<file path="src/rtl/core/nsb_ram.sv">
// Generic single-write, single-read synchronous RAM with registered read data.
// No dependencies.
`timescale 1ns / 1ps

module nsb_ram #(
    parameter int WIDTH = 8,
    parameter int DEPTH = 16
) (
    input  logic                     aclk,
    input  logic                     we,
    input  logic [$clog2(DEPTH)-1:0] waddr,
    input  logic [WIDTH-1:0]         wdata,
    input  logic [$clog2(DEPTH)-1:0] raddr,
    output logic [WIDTH-1:0]         rdata
);

    logic [WIDTH-1:0] mem [DEPTH];

    always_ff @(posedge aclk) begin
        if (we) begin
            mem[waddr] <= wdata;
        end
        rdata <= mem[raddr];
    end

endmodule

</file>
<file path="config.mk">
export PLATFORM = sky130hd
export DESIGN_NAME = nsb_ram
export DESIGN_NICKNAME = d
export VERILOG_FILES = /design/src/rtl/core/nsb_ram.sv
export SDC_FILE = /design/constraint.sdc
export NUM_CORES = 1
export LEC_CHECK = 0
export BUFFER_PORTS_ARGS = -buffer_cell sky130_fd_sc_hd__buf_2
export CAP_MARGIN = 40
export CORE_UTILIZATION = 42
export CTS_BUF_LIST = sky130_fd_sc_hd__clkbuf_4 sky130_fd_sc_hd__clkbuf_8
export DETAILED_ROUTE_END_ITERATION = 6
export GPL_ROUTABILITY_DRIVEN = 0
export SLEW_MARGIN = 20
export SYNTH_ARGS = -nofsm -noshare
export SYNTH_HDL_FRONTEND = slang
export SYNTH_SLANG_ARGS = --single-unit
</file>
<file path="constraint.sdc">
create_clock -name aclk -period 2.3 [get_ports aclk]
set_input_delay 0.69 -clock aclk [delete_from_list [all_inputs] [get_ports aclk]]
set_output_delay 0.69 -clock aclk [all_outputs]
set_load 0.02 [all_outputs]
</file>
==> flow_summary.html, run 1 <==
<table>
<tr><th>Metric</th><th>Value</th></tr>
<tr><th colspan="2">Critical path</th></tr>
<tr><td>Largest incremental delay on the critical path</td><td>570 ps</td></tr>
<tr><td>Crit path cell chain</td><td>buf_2 -&gt; buf_12 -&gt; mux4_1 -&gt; a22oi_1 -&gt; nand2_1</td></tr>
<tr><td>Internal reg-to-reg setup slack</td><td>920 ps</td></tr>
<tr><td>Endpoint type of the worst setup path</td><td>flip-flop</td></tr>
<tr><td>Kind of start point of the critical path</td><td>input pin</td></tr>
<tr><td>Master of the slowest instance on the critical path</td><td>sky130_fd_sc_hd__mux4_1</td></tr>
<tr><td>Worst path required time</td><td>2600 ps</td></tr>
<tr><td>WP data arrival</td><td>2110 ps</td></tr>
<tr><td>Critical path class</td><td>input pin to flip-flop</td></tr>
<tr><td>Max Fanout on Critical Path</td><td>14</td></tr>
<tr><th colspan="2">Floorplan</th></tr>
<tr><td>Placement Rows</td><td>40</td></tr>
<tr><td>Effective utilization at floorplan</td><td>0.4303</td></tr>
<tr><td>Die width</td><td>112.7 um</td></tr>
<tr><td>Total I/O pin count</td><td>26</td></tr>
<tr><td>Core area</td><td>11960 um^2</td></tr>
<tr><td>Die Span Y</td><td>112.7 um</td></tr>
<tr><td>Die ar.</td><td>12700 um^2</td></tr>
<tr><th colspan="2">Global routing</th></tr>
<tr><td>Global-route met3 utilization</td><td>0.04928</td></tr>
<tr><td>Met1 track utilization from global routing</td><td>0.2294</td></tr>
<tr><td>Overflow left after global routing</td><td>0</td></tr>
<tr><td>Maximum number of pins on one net before global-route repair</td><td>28</td></tr>
<tr><td>First-pass GRT wire length</td><td>14.72 mm</td></tr>
<tr><td>Tot GR Track Use</td><td>0.1656</td></tr>
<tr><td>Met2 track demand over resource in global routing</td><td>0.2568</td></tr>
<tr><td>Vias in the first global route</td><td>2435</td></tr>
<tr><td>Antenna violations before repair</td><td>0</td></tr>
<tr><td>Global routing's busiest layer</td><td>met2</td></tr>
<tr><th colspan="2">Route</th></tr>
<tr><td>DRC violation count after routing</td><td>0</td></tr>
<tr><td>Vias per cell</td><td>5.462</td></tr>
<tr><td>Detailed Route Iter0 Violations</td><td>172</td></tr>
<tr><td>Total wire length after detailed routing</td><td>9.544 mm</td></tr>
<tr><td>Via count of the routed design</td><td>2436</td></tr>
<tr><td>Number of antenna-violating nets in the routed design</td><td>0</td></tr>
<tr><td>Iteration count of the initial detailed-routing pass</td><td>4</td></tr>
<tr><td>Wire per inst</td><td>21.40 um</td></tr>
<tr><th colspan="2">Timing</th></tr>
<tr><td>RSZ-0062 raised after global routing</td><td>false</td></tr>
<tr><td>Final hold vios</td><td>0</td></tr>
<tr><td>Setup TNS after final layout</td><td>0 ps</td></tr>
<tr><td>Maximum clock frequency</td><td>0.5534 GHz</td></tr>
<tr><td>Number of pins exceeding their max-slew limit in the final report</td><td>0</td></tr>
<tr><td>Period minus WS final</td><td>1807 ps</td></tr>
<tr><td>Worst relative slew slack</td><td>0.5144</td></tr>
<tr><td>Worst-margin pin slew</td><td>725.7 ps</td></tr>
<tr><td>Worst clock skew</td><td>9.757 ps</td></tr>
<tr><td>Portion of the clock cycle consumed by the worst path in the final layout</td><td>0.7856</td></tr>
<tr><td>Setup violation total in the final timing report</td><td>0</td></tr>
<tr><th colspan="2">Power and ir drop</th></tr>
<tr><td>Switch share</td><td>0.1926</td></tr>
<tr><td>Clock network power share</td><td>0.434</td></tr>
<tr><td>Combinational fraction of design power</td><td>0.052</td></tr>
<tr><td>Share of power burned in registers</td><td>0.514</td></tr>
<tr><td>Pwr per Cell Area</td><td>891.1 nW/um^2</td></tr>
<tr><td>Power Internal</td><td>4.371 mW</td></tr>
<tr><td>Largest voltage drop on the vdd net</td><td>392.2 uV</td></tr>
<tr><td>Switching pwr</td><td>1.043 mW</td></tr>
<tr><td>Leakage power</td><td>2.076 nW</td></tr>
<tr><th colspan="2">Placement</th></tr>
<tr><td>Sum of net half-perimeters after detailed placement</td><td>6.339 mm</td></tr>
<tr><td>Post-placement cell count</td><td>414</td></tr>
<tr><td>Count of input and output buffers</td><td>25</td></tr>
<tr><td>Placed Instance Area</td><td>5580 um^2</td></tr>
<tr><th colspan="2">Clocking</th></tr>
<tr><td>Post-CTS resize count</td><td>0</td></tr>
<tr><td>Maximum buffer depth of the clock tree</td><td>2</td></tr>
<tr><td>CTS Sinks</td><td>136</td></tr>
<tr><td>Clock Pin Slew Worst Setup and Hold Paths</td><td>70 ps</td></tr>
<tr><td>CTS tree</td><td>yes</td></tr>
<tr><td>Clock buffer count from CTS</td><td>17</td></tr>
<tr><td>H-tree depth</td><td>4</td></tr>
<tr><td>Post-CTS repair timing setup buffer count</td><td>0</td></tr>
<tr><td>Worst-Skew Late Latency</td><td>420 ps</td></tr>
<tr><td>CTS Hold Bufs</td><td>0</td></tr>
<tr><td>CTS root buf</td><td>sky130_fd_sc_hd__clkbuf_8</td></tr>
<tr><th colspan="2">Finish</th></tr>
<tr><td>Count of filler cells inserted in the layout</td><td>947</td></tr>
<tr><td>Area growth syn-to-layout</td><td>18.04%</td></tr>
<tr><td>Number of inserted diodes</td><td>0</td></tr>
<tr><td>Register Area</td><td>4004 um^2</td></tr>
<tr><td>Non-filler cells, final</td><td>446</td></tr>
<tr><td>Area of the multi-input gates</td><td>1057 um^2</td></tr>
<tr><td>Layout cell share with drive strength beyond 1</td><td>0.3311</td></tr>
<tr><td>Final Instance Area</td><td>6076 um^2</td></tr>
<tr><td>Total Nets Final</td><td>304</td></tr>
<tr><th colspan="2">Synth</th></tr>
<tr><td>Synth Register Bits</td><td>136</td></tr>
<tr><td>Syn Nets</td><td>247</td></tr>
<tr><td>Synth Area per Inst</td><td>22.48 um^2</td></tr>
<tr><td>Count of cell types in the netlist</td><td>19</td></tr>
<tr><td>Post-synthesis instance area</td><td>5147 um^2</td></tr>
<tr><td>Count of synthesis-stage warnings from yosys</td><td>0</td></tr>
<tr><td>Yosys top cell area share</td><td>0.7467</td></tr>
<tr><td>Synthesized netlist cell count</td><td>229</td></tr>
<tr><td>Register area share after synthesis</td><td>0.7778</td></tr>
<tr><td>Leading area contributor after synthesis</td><td>sky130_fd_sc_hd__edfxtp_1</td></tr>
<tr><td>Top area cells in the synthesized netlist</td><td>sky130_fd_sc_hd__edfxtp_1 (75%), sky130_fd_sc_hd__mux4_2 (7.9%), sky130_fd_sc_hd__mux4_1 (7.1%)</td></tr>
<tr><th colspan="2">Run</th></tr>
<tr><td>Total of max-cap violations</td><td>0</td></tr>
<tr><th colspan="2">Min path</th></tr>
<tr><td>Hold crit path type</td><td>input pin to flip-flop</td></tr>
<tr><th colspan="2">Run status</th></tr>
<tr><td>Outcome</td><td>complete, no violations</td></tr>
</table>
## critical path: cells and delay by family
family,cells,cell delay [ps]
AND/OR/NAND/NOR,1,100
buffers and inverters,2,460
AO/OA/AOI/OAI,1,300
multiplexers,1,570
## power by group through the flow
stage                     registers [mW]  clock network, mW  logic (mW)
after detailed placement            2.84                  0       0.283
after global placement              2.84                  0       0.277
after floorplan                     2.85                  0       0.141
final                               2.79               2.35       0.280
after CTS                           2.79               2.40       0.284
after global routing                2.79               2.51       0.302
## per-stage QoR
stage	setup slack (ps)	total power [mW]	hold slack [ps]	utilization
after floorplan	117.1	2.995	629.3	-
after global placement	103.4	3.119	658.8	0.4665
after detailed placement	72.74	3.126	669.7	0.4665
after CTS	543.4	5.470	623.1	0.5080
after global routing	489.4	5.603	622.0	0.5080
final	493.0	5.414	655.3	0.5080
## cells in the mapped netlist (all sizes together)
| cell | instances |
|---|---|
| dfxtp | 8 |
| nand3b | 2 |
| nand2 | 9 |
| nor2b | 1 |
| nor2 | 13 |
| and2b | 1 |
| nor3 | 4 |
| edfxtp | 128 |
| or3b | 1 |
| and2 | 1 |
| a22oi | 16 |
| buf | 7 |
| mux4 | 32 |
| clkdlybuf4s25 | 3 |
| nand3 | 1 |
| nand2b | 2 |
## kinds of logic after synthesis
family,after synthesis,share of synthesized area
flops,136,0.7778
simple gates,35,0.03184
mux,32,0.1502
compound gates,16,0.02334
buf+inv,10,0.01677
## path summary, 6_finish.rpt
| path | from | endpoint | cells past startpoint |
|---|---|---|---|
| setup / recovery | raddr[0] | rdata[0] | 5 |
| hold / removal | wdata[1] | mem[13][1] | 1 |
| setup reg to reg | mem[1][0] | rdata[0] | 3 |
| hold reg to reg | mem[12][0] | rdata[0] | 3 |
## placed cells by master, fill, tap and decap left out, types with 2 or more instances in the layout
cell	count
sky130_fd_sc_hd__edfxtp_1	128
sky130_fd_sc_hd__buf_2	25
sky130_fd_sc_hd__buf_4	20
sky130_fd_sc_hd__clkbuf_8	19
sky130_fd_sc_hd__mux4_2	18
sky130_fd_sc_hd__a22oi_1	16
sky130_fd_sc_hd__mux4_1	14
sky130_fd_sc_hd__nor2_1	13
sky130_fd_sc_hd__nand2_1	9
sky130_fd_sc_hd__dfxtp_1	8
sky130_fd_sc_hd__bufinv_16	6
sky130_fd_sc_hd__nor3_1	4
sky130_fd_sc_hd__clkinv_4	3
sky130_fd_sc_hd__buf_12	3
sky130_fd_sc_hd__nand3b_1	2
sky130_fd_sc_hd__nand2b_1	2
sky130_fd_sc_hd__clkbuf_4	2
## registers in the layout (all words and copies together), names as in the netlist
signal and cells:
mem 128, rdata 8
## layer usage
metal	vias up	part of all wire
li1	1087	-
met1	1275	0.46
met2	68	0.49
met3	6	0.048
met4	0	0.0060
met5	-	0
## final cells by class
type | count | share of cell area
clock buffers | 21 | 0.04551
repair buffers | 48 | 0.05519
flip-flops and latches | 136 | 0.6590
multi-input cells | 83 | 0.1740
clock inverters | 11 | 0.03604
well taps | 147 | 0.03027
Power figures use the tool's default switching activity.
==> inputs of run 2 (changes only) <==
==> constraint.sdc (replaced) <==
create_clock -name aclk -period 1.7 [get_ports aclk]
set_input_delay 0.51 -clock aclk [delete_from_list [all_inputs] [get_ports aclk]]
set_output_delay 0.51 -clock aclk [all_outputs]
set_load 0.02 [all_outputs]
==> run 2 against run 1 <==
Net effect: sequential power grew 35%; cell count grew 2.2%; global-route usage grew 0.28 points; hold slack lost 180 ps; non-clock buffer count grew 11; core utilization is essentially flat; setup slack lost 380 ps; via count shrank 0.45%; clock-buffer cell count grew 1; sequential share of layout area is essentially flat; routed wire length grew 0.62%; largest cell class unchanged; largest power group unchanged.
==> flow_summary.html, run 2 (same netlist as run 1, synthesis figures left out) <==
<table>
<tr><th>Metric</th><th>Value</th></tr>
<tr><th colspan="2">Run status</th></tr>
<tr><td>Outcome</td><td>complete, no violations</td></tr>
<tr><th colspan="2">Timing</th></tr>
<tr><td>Setup violation total in the final timing report</td><td>0 (unchanged)</td></tr>
<tr><td>Post-route setup slack</td><td>113.7 ps (-379.3 ps)</td></tr>
<tr><td>Final hold vios</td><td>0 (unchanged)</td></tr>
<tr><td>Worst relative slew slack</td><td>0.5948 (+0.08037)</td></tr>
<tr><td>Number of pins exceeding their max-slew limit in the final report</td><td>0 (unchanged)</td></tr>
<tr><td>RSZ-0062 raised after global routing</td><td>false</td></tr>
<tr><td>Worst-margin pin slew</td><td>605.6 ps (-120.1 ps)</td></tr>
<tr><td>Setup TNS after final layout</td><td>0 ps (unchanged)</td></tr>
<tr><td>Period minus WS final</td><td>1586 ps</td></tr>
<tr><td>Portion of the clock cycle consumed by the worst path in the final layout</td><td>0.9331</td></tr>
<tr><td>Worst clock skew</td><td>7.476 ps (-2.281 ps)</td></tr>
<tr><td>Maximum clock frequency</td><td>0.6304 GHz</td></tr>
<tr><th colspan="2">Finish</th></tr>
<tr><td>Total Nets Final</td><td>315 (+3.6%)</td></tr>
<tr><td>Register Area</td><td>4004 um^2 (unchanged)</td></tr>
<tr><td>Most frequent cells in the layout</td><td>sky130_fd_sc_hd__edfxtp_1 (128), sky130_fd_sc_hd__buf_4 (28), sky130_fd_sc_hd__buf_2 (25)</td></tr>
<tr><td>Number of inserted diodes</td><td>0 (unchanged)</td></tr>
<tr><td>Util after Layout</td><td>0.5081 (about the same)</td></tr>
<tr><td>Area growth syn-to-layout</td><td>18.06% (about the same)</td></tr>
<tr><td>Most common library cell in the layout ignoring fill and taps</td><td>sky130_fd_sc_hd__edfxtp_1</td></tr>
<tr><td>Layout cell share with drive strength beyond 1</td><td>0.3625 (+0.03136)</td></tr>
<tr><td>Largest registers in the final layout</td><td>mem: 128 flops, rdata: 8 flops</td></tr>
<tr><td>Flip-flop count of the largest register, all copies and words added</td><td>128 (unchanged)</td></tr>
<tr><td>Register containing the most flip-flops in the final layout</td><td>mem</td></tr>
<tr><td>Count of filler cells inserted in the layout</td><td>942 (-0.53%)</td></tr>
<tr><td>Area of the multi-input gates</td><td>1072 um^2 (+1.4%)</td></tr>
<tr><th colspan="2">Power and ir drop</th></tr>
<tr><td>Switch share</td><td>0.2061 (+0.01351)</td></tr>
<tr><td>Clock network power share</td><td>0.374 (-0.060)</td></tr>
<tr><td>Combinational fraction of design power</td><td>0.061 (+0.009)</td></tr>
<tr><td>Pwr per Cell Area</td><td>1096 nW/um^2 (+23%)</td></tr>
<tr><td>Switching pwr</td><td>1.373 mW (+32%)</td></tr>
<tr><td>Share of power burned in registers</td><td>0.566 (+0.052)</td></tr>
<tr><td>Largest voltage drop on the vdd net</td><td>532.4 uV (+36%)</td></tr>
<tr><td>Power Internal</td><td>5.289 mW (+21%)</td></tr>
<tr><td>Leakage power</td><td>2.085 nW (+0.44%)</td></tr>
<tr><th colspan="2">Critical path</th></tr>
<tr><td>Reg-to-reg critical path startpoint</td><td>mem[1][3]</td></tr>
<tr><td>Max Fanout on Critical Path</td><td>8 (-6)</td></tr>
<tr><td>Critical path class</td><td>input pin to flip-flop</td></tr>
<tr><td>Endpoint type of the worst setup path</td><td>flip-flop</td></tr>
<tr><td>WP data arrival</td><td>1860 ps (-250 ps)</td></tr>
<tr><td>Internal reg-to-reg setup slack</td><td>300 ps (-620 ps)</td></tr>
<tr><td>Critical Path Start</td><td>raddr[0]</td></tr>
<tr><td>Kind of start point of the critical path</td><td>input pin</td></tr>
<tr><td>Worst path required time</td><td>1980 ps (-620 ps)</td></tr>
<tr><th colspan="2">Route</th></tr>
<tr><td>Total wire length after detailed routing</td><td>9.603 mm (+0.62%)</td></tr>
<tr><td>DRC violation count after routing</td><td>0 (unchanged)</td></tr>
<tr><td>Number of antenna-violating nets in the routed design</td><td>0 (unchanged)</td></tr>
<tr><td>Iteration count of the initial detailed-routing pass</td><td>4 (unchanged)</td></tr>
<tr><td>Detailed Route Iter0 Violations</td><td>199 (+16%)</td></tr>
<tr><td>Via count of the routed design</td><td>2425 (-0.45%)</td></tr>
<tr><td>Wire per inst</td><td>21.06 um (-1.6%)</td></tr>
<tr><td>Vias per cell</td><td>5.318 (-2.6%)</td></tr>
<tr><th colspan="2">Floorplan</th></tr>
<tr><td>Core area</td><td>11960 um^2 (unchanged)</td></tr>
<tr><td>Die ar.</td><td>12700 um^2 (unchanged)</td></tr>
<tr><td>Effective utilization at floorplan</td><td>0.4303 (unchanged)</td></tr>
<tr><td>Total I/O pin count</td><td>26 (unchanged)</td></tr>
<tr><td>Die Span Y</td><td>112.7 um (unchanged)</td></tr>
<tr><td>Placement Rows</td><td>40 (unchanged)</td></tr>
<tr><td>Die width</td><td>112.7 um (unchanged)</td></tr>
<tr><th colspan="2">Global routing</th></tr>
<tr><td>First-pass GRT wire length</td><td>15.05 mm (+2.2%)</td></tr>
<tr><td>Antenna violations before repair</td><td>0 (unchanged)</td></tr>
<tr><td>Tot GR Track Use</td><td>0.1684 (+0.002795)</td></tr>
<tr><td>Global-route met3 utilization</td><td>0.04606 (-0.003214)</td></tr>
<tr><td>Vias in the first global route</td><td>2578 (+5.9%)</td></tr>
<tr><td>Overflow left after global routing</td><td>0 (unchanged)</td></tr>
<tr><td>Maximum number of pins on one net before global-route repair</td><td>20 (-29%)</td></tr>
<tr><td>Met2 track demand over resource in global routing</td><td>0.2551 (-0.001646)</td></tr>
<tr><td>Met1 track utilization from global routing</td><td>0.2408 (+0.01148)</td></tr>
<tr><td>Global routing's busiest layer</td><td>met2</td></tr>
<tr><th colspan="2">Clocking</th></tr>
<tr><td>Worst-Skew Late Latency</td><td>410 ps (about the same)</td></tr>
<tr><td>CTS Hold Bufs</td><td>0 (unchanged)</td></tr>
<tr><td>H-tree depth</td><td>4 (unchanged)</td></tr>
<tr><td>Clock buffer count from CTS</td><td>17 (unchanged)</td></tr>
<tr><td>Post-CTS repair timing setup buffer count</td><td>0 (unchanged)</td></tr>
<tr><td>CTS tree</td><td>yes</td></tr>
<tr><td>CTS root buf</td><td>sky130_fd_sc_hd__clkbuf_8</td></tr>
<tr><td>Post-CTS resize count</td><td>0 (unchanged)</td></tr>
<tr><td>Maximum buffer depth of the clock tree</td><td>2 (unchanged)</td></tr>
<tr><td>Clock Pin Slew Worst Setup and Hold Paths</td><td>70 ps (about the same)</td></tr>
<tr><td>CTS Sinks</td><td>136 (unchanged)</td></tr>
<tr><th colspan="2">Min path</th></tr>
<tr><td>Hold crit path type</td><td>input pin to flip-flop</td></tr>
<tr><td>Hold Path Origin</td><td>wdata[3]</td></tr>
<tr><th colspan="2">Run</th></tr>
<tr><td>Total of max-cap violations</td><td>0 (unchanged)</td></tr>
<tr><th colspan="2">Placement</th></tr>
<tr><td>Pre-CTS setup slack</td><td>-317.6 ps (-390.4 ps)</td></tr>
<tr><td>Sum of net half-perimeters after detailed placement</td><td>6.454 mm (+1.8%)</td></tr>
<tr><td>Count of input and output buffers</td><td>25 (unchanged)</td></tr>
</table>
run 2: cell count changes in the layout (fill, tap and decap cells not counted), sizes merged:
cell	change
clkbuf	+2
clkinvlp	+2
bufinv	-4
buf	+10
run 2: area by class of cell:
cell class	count	share of cell area
flip-flops and latches	136	0.6588
multi-input cells	83	0.1764
repair buffers	59	0.07288
clock buffers	22	0.04468
well taps	147	0.03027
clock inverters	9	0.01688
run 2: stage by stage:
step           std cells  hold slack [ps]  cell area, um^2  power (mW)
2_1_floorplan        229            608.9             5162       4.053
3_3_place_gp         424            657.5             5695       4.245
3_5_place_dp         424            670.9             5695       4.254
4_1_cts              455            455.4             6070       6.719
5_1_grt              456            459.7             6077       6.876
6_report             456            476.3             6077       6.662
run 2: critical path: stages:
cell and delay (ps):
sky130_fd_sc_hd__buf_2 140, sky130_fd_sc_hd__buf_12 150, sky130_fd_sc_hd__buf_12 120, sky130_fd_sc_hd__mux4_1 550, sky130_fd_sc_hd__a22oi_1 250, sky130_fd_sc_hd__nand2_1 130
run 2: path summary, 6_finish.rpt:
| check | endpoint | depth (start not counted) |
|---|---|---|
| worst min-delay path | mem[3][3] | 1 |
| worst min register to register | rdata[2] | 3 |
| worst max-delay path | rdata[3] | 6 |
| worst max register to register | rdata[3] | 3 |
run 2: power groups by stage:
stage | clock [mW] | sequential (mW) | combinational (mW)
2_1_floorplan | 0 | 3.86 | 0.191
3_3_place_gp | 0 | 3.84 | 0.404
3_5_place_dp | 0 | 3.84 | 0.411
4_1_cts | 2.54 | 3.77 | 0.412
5_1_grt | 2.66 | 3.77 | 0.440
6_report | 2.49 | 3.77 | 0.403
run 2: metal layers:
metal	vias up	routed length [um]
met5	-	0
met1	1260	4530
met4	0	82
li1	1104	-
met2	53	4589
met3	8	400
==> inputs of run 3 (changes only) <==
--- a/config.mk
+++ b/config.mk
@@ -7,6 +7,7 @@
 export LEC_CHECK = 0
 export BUFFER_PORTS_ARGS = -buffer_cell sky130_fd_sc_hd__buf_2
 export CAP_MARGIN = 40
+export CORE_ASPECT_RATIO = 0.75
 export CORE_UTILIZATION = 42
 export CTS_BUF_LIST = sky130_fd_sc_hd__clkbuf_4 sky130_fd_sc_hd__clkbuf_8
 export DETAILED_ROUTE_END_ITERATION = 6
==> run 3 against run 2 <==
Net effect: clock power is 7% lower; first-iteration DRC count fell by 7.0%; sequential cell count unchanged; largest power group unchanged.
==> flow_summary.html, run 3 (same netlist as run 1, synthesis figures left out) <==
<table>
<tr><th>Metric</th><th>Value</th></tr>
<tr><th colspan="2">Run status</th></tr>
<tr><td>Outcome</td><td>complete, no violations</td></tr>
<tr><th colspan="2">Route</th></tr>
<tr><td>Wire per inst</td><td>21.43 um (+1.8%)</td></tr>
<tr><td>Highest routing layer actually used</td><td>met4</td></tr>
<tr><td>DRC violation count after routing</td><td>0 (unchanged)</td></tr>
<tr><td>Met3 WL post-DR</td><td>659 um (+65%)</td></tr>
<tr><td>Metal-1 WL</td><td>4.917 mm (+8.5%)</td></tr>
<tr><td>Detailed Route Iter0 Violations</td><td>185 (-7.0%)</td></tr>
<tr><td>Number of antenna-violating nets in the routed design</td><td>0 (unchanged)</td></tr>
<tr><td>Via count of the routed design</td><td>2471 (+1.9%)</td></tr>
<tr><td>DR WL met2</td><td>4.395 mm (-4.2%)</td></tr>
<tr><td>Iteration count of the initial detailed-routing pass</td><td>7 (+3)</td></tr>
<tr><td>Vias per cell</td><td>5.291 (-0.50%)</td></tr>
<tr><td>Total wire length after detailed routing</td><td>10.01 mm (+4.2%)</td></tr>
<tr><th colspan="2">Timing</th></tr>
<tr><td>Portion of the clock cycle consumed by the worst path in the final layout</td><td>0.8845 (-0.04867)</td></tr>
<tr><td>RSZ-0062 raised after global routing</td><td>false</td></tr>
<tr><td>Worst clock skew</td><td>8.837 ps (+1.361 ps)</td></tr>
<tr><td>Number of pins exceeding their max-slew limit in the final report</td><td>0 (unchanged)</td></tr>
<tr><td>Worst-margin pin slew</td><td>819.8 ps (+214.2 ps)</td></tr>
<tr><td>Worst relative slew slack</td><td>0.4524 (-0.1424)</td></tr>
<tr><td>Final hold vios</td><td>0 (unchanged)</td></tr>
<tr><td>Period minus WS final</td><td>1504 ps (-82.74 ps)</td></tr>
<tr><td>Setup TNS after final layout</td><td>0 ps (unchanged)</td></tr>
<tr><td>Setup violation total in the final timing report</td><td>0 (unchanged)</td></tr>
<tr><td>Maximum clock frequency</td><td>0.6651 GHz (+5.5%)</td></tr>
<tr><th colspan="2">Min path</th></tr>
<tr><td>Hold crit path type</td><td>input pin to flip-flop</td></tr>
<tr><td>Hold-critical path endpoint</td><td>mem[12][2]</td></tr>
<tr><td>Hold path depth</td><td>1 (unchanged)</td></tr>
<tr><td>Hold Path Origin</td><td>wdata[2]</td></tr>
<tr><th colspan="2">Floorplan</th></tr>
<tr><td>Total I/O pin count</td><td>26 (unchanged)</td></tr>
<tr><td>Die ar.</td><td>12710 um^2 (about the same)</td></tr>
<tr><td>Die width</td><td>129.8 um (+15%)</td></tr>
<tr><td>Core area</td><td>11780 um^2 (-1.5%)</td></tr>
<tr><td>Die Span Y</td><td>97.88 um (-13%)</td></tr>
<tr><td>Placement Rows</td><td>34 (-15%)</td></tr>
<tr><td>Effective utilization at floorplan</td><td>0.4368 (+0.006488)</td></tr>
<tr><th colspan="2">Critical path</th></tr>
<tr><td>Critical Path Start</td><td>rdata[6]</td></tr>
<tr><td>Worst path required time</td><td>1190 ps (-790 ps)</td></tr>
<tr><td>Cell class contributing the biggest share of worst-path delay</td><td>flip-flops</td></tr>
<tr><td>Crit path cell chain</td><td>buf_2</td></tr>
<tr><td>Kind of start point of the critical path</td><td>flip-flop</td></tr>
<tr><td>Master of the slowest instance on the critical path</td><td>sky130_fd_sc_hd__dfxtp_1</td></tr>
<tr><td>Endpoint type of the worst setup path</td><td>output port</td></tr>
<tr><td>Buffers plus inverters on the worst setup path</td><td>1 (-2)</td></tr>
<tr><td>Max Fanout on Critical Path</td><td>1 (-7)</td></tr>
<tr><td>WP data arrival</td><td>990 ps (-870 ps)</td></tr>
<tr><td>Reg-to-reg critical path startpoint</td><td>mem[9][2]</td></tr>
<tr><td>Largest incremental delay on the critical path</td><td>380 ps (-170 ps)</td></tr>
<tr><td>Reg2reg path depth</td><td>3 (unchanged)</td></tr>
<tr><td>Critical path class</td><td>flip-flop to output port</td></tr>
<tr><td>Internal reg-to-reg setup slack</td><td>350 ps (+50 ps)</td></tr>
<tr><td>Destination of the worst register-to-register timing path</td><td>rdata[2]</td></tr>
<tr><th colspan="2">Finish</th></tr>
<tr><td>Count of filler cells inserted in the layout</td><td>951 (+0.96%)</td></tr>
<tr><td>Most common library cell in the layout ignoring fill and taps</td><td>sky130_fd_sc_hd__edfxtp_1</td></tr>
<tr><td>Total Nets Final</td><td>310 (-1.6%)</td></tr>
<tr><td>Final Instance Area</td><td>6037 um^2 (-0.66%)</td></tr>
<tr><td>Layout cell share with drive strength beyond 1</td><td>0.3443 (-0.01820)</td></tr>
<tr><td>Flip-flop count of the largest register, all copies and words added</td><td>128 (unchanged)</td></tr>
<tr><td>Largest registers in the final layout</td><td>mem: 128 flops, rdata: 8 flops</td></tr>
<tr><td>Most frequent cells in the layout</td><td>sky130_fd_sc_hd__edfxtp_1 (128), sky130_fd_sc_hd__buf_2 (25), sky130_fd_sc_hd__buf_4 (24)</td></tr>
<tr><td>Register containing the most flip-flops in the final layout</td><td>mem</td></tr>
<tr><td>Number of inserted diodes</td><td>0 (unchanged)</td></tr>
<tr><td>Area growth syn-to-layout</td><td>17.28%</td></tr>
<tr><th colspan="2">Clocking</th></tr>
<tr><td>Maximum buffer depth of the clock tree</td><td>2 (unchanged)</td></tr>
<tr><td>Worst-Skew Late Latency</td><td>430 ps (+20 ps)</td></tr>
<tr><td>H-tree depth</td><td>4 (unchanged)</td></tr>
<tr><td>CTS Hold Bufs</td><td>0 (unchanged)</td></tr>
<tr><td>CTS root buf</td><td>sky130_fd_sc_hd__clkbuf_8</td></tr>
<tr><td>Post-CTS resize count</td><td>0 (unchanged)</td></tr>
<tr><td>CTS Sinks</td><td>136 (unchanged)</td></tr>
<tr><td>CTS tree</td><td>yes</td></tr>
<tr><td>Post-CTS repair timing setup buffer count</td><td>0 (unchanged)</td></tr>
<tr><td>Clock Pin Slew Worst Setup and Hold Paths</td><td>70 ps (about the same)</td></tr>
<tr><td>Clock buffer count from CTS</td><td>17 (unchanged)</td></tr>
<tr><th colspan="2">Placement</th></tr>
<tr><td>Count of input and output buffers</td><td>25 (unchanged)</td></tr>
<tr><td>Sum of net half-perimeters after detailed placement</td><td>6.784 mm (+5.1%)</td></tr>
<tr><td>Placed Instance Area</td><td>5684 um^2 (-0.20%)</td></tr>
<tr><th colspan="2">Power and ir drop</th></tr>
<tr><td>Largest voltage drop on the vdd net</td><td>548.6 uV (+3.0%)</td></tr>
<tr><td>PnR Total Power</td><td>6.481 mW (-2.7%)</td></tr>
<tr><td>Leakage power</td><td>2.045 nW (-1.9%)</td></tr>
<tr><td>Pwr per Cell Area</td><td>1074 nW/um^2 (-2.1%)</td></tr>
<tr><th colspan="2">Global routing</th></tr>
<tr><td>Vias in the first global route</td><td>2587 (+0.35%)</td></tr>
<tr><td>Overflow left after global routing</td><td>0 (unchanged)</td></tr>
<tr><td>Maximum number of pins on one net before global-route repair</td><td>17 (-15%)</td></tr>
<tr><td>Antenna violations before repair</td><td>0 (unchanged)</td></tr>
<tr><td>First-pass GRT wire length</td><td>15.41 mm (+2.4%)</td></tr>
<tr><td>Tot GR Track Use</td><td>0.1772 (+0.008875)</td></tr>
<tr><th colspan="2">Run</th></tr>
<tr><td>Total of max-cap violations</td><td>0 (unchanged)</td></tr>
</table>
==> run 3: worst max path at each step <==
stage,endpoint,slack [ps],cells past startpoint
final,rdata[6],200,1
after CTS,rdata[7],150,1
after detailed placement,rdata[1],-240,5
after floorplan,mem[3][0],-80,2
after global placement,rdata[1],-240,5
after global routing,rdata[7],130,1
==> run 3: report_power, final <==
| group | switching [mW] | total, mW | leakage [nW] | internal, mW |
|---|---|---|---|---|
| logic | 0.223 | 0.395 | 0.645 | 0.173 |
| registers | 0.0245 | 3.77 | 1.22 | 3.75 |
| clock network | 1.14 | 2.32 | 0.177 | 1.17 |
==> run 3: routing by layer <==
metal / GRT usage / up-vias
li1: - / 1096
met1: 0.2670 / 1312
met2: 0.2411 / 57
met3: 0.06575 / 6
met4: 0.04830 / 0
met5: 0 / -
==> run 3: area by class of cell <==
| type | instances | area (um^2) | area share |
|---|---|---|---|
| well taps | 162 | 202.7 | 0.03358 |
| flip-flops and latches | 136 | 4004 | 0.6632 |
| clock buffers | 23 | 304.0 | 0.05036 |
| multi-input cells | 83 | 1072 | 0.1776 |
| repair buffers | 54 | 405.4 | 0.06715 |
| clock inverters | 9 | 48.80 | 0.008083 |
==> run 3: metrics by stage <==
stage / worst slack (ps) / utilization / hold slack (ps) / instances
after floorplan: -76.15 / - / 608.9 / 229
after global placement: -244.9 / 0.4824 / 653.7 / 435
after detailed placement: -244.3 / 0.4824 / 658.9 / 435
after CTS: 150.2 / 0.5123 / 435.8 / 467
after global routing: 126.1 / 0.5123 / 437.0 / 467
final: 196.4 / 0.5123 / 461.1 / 467
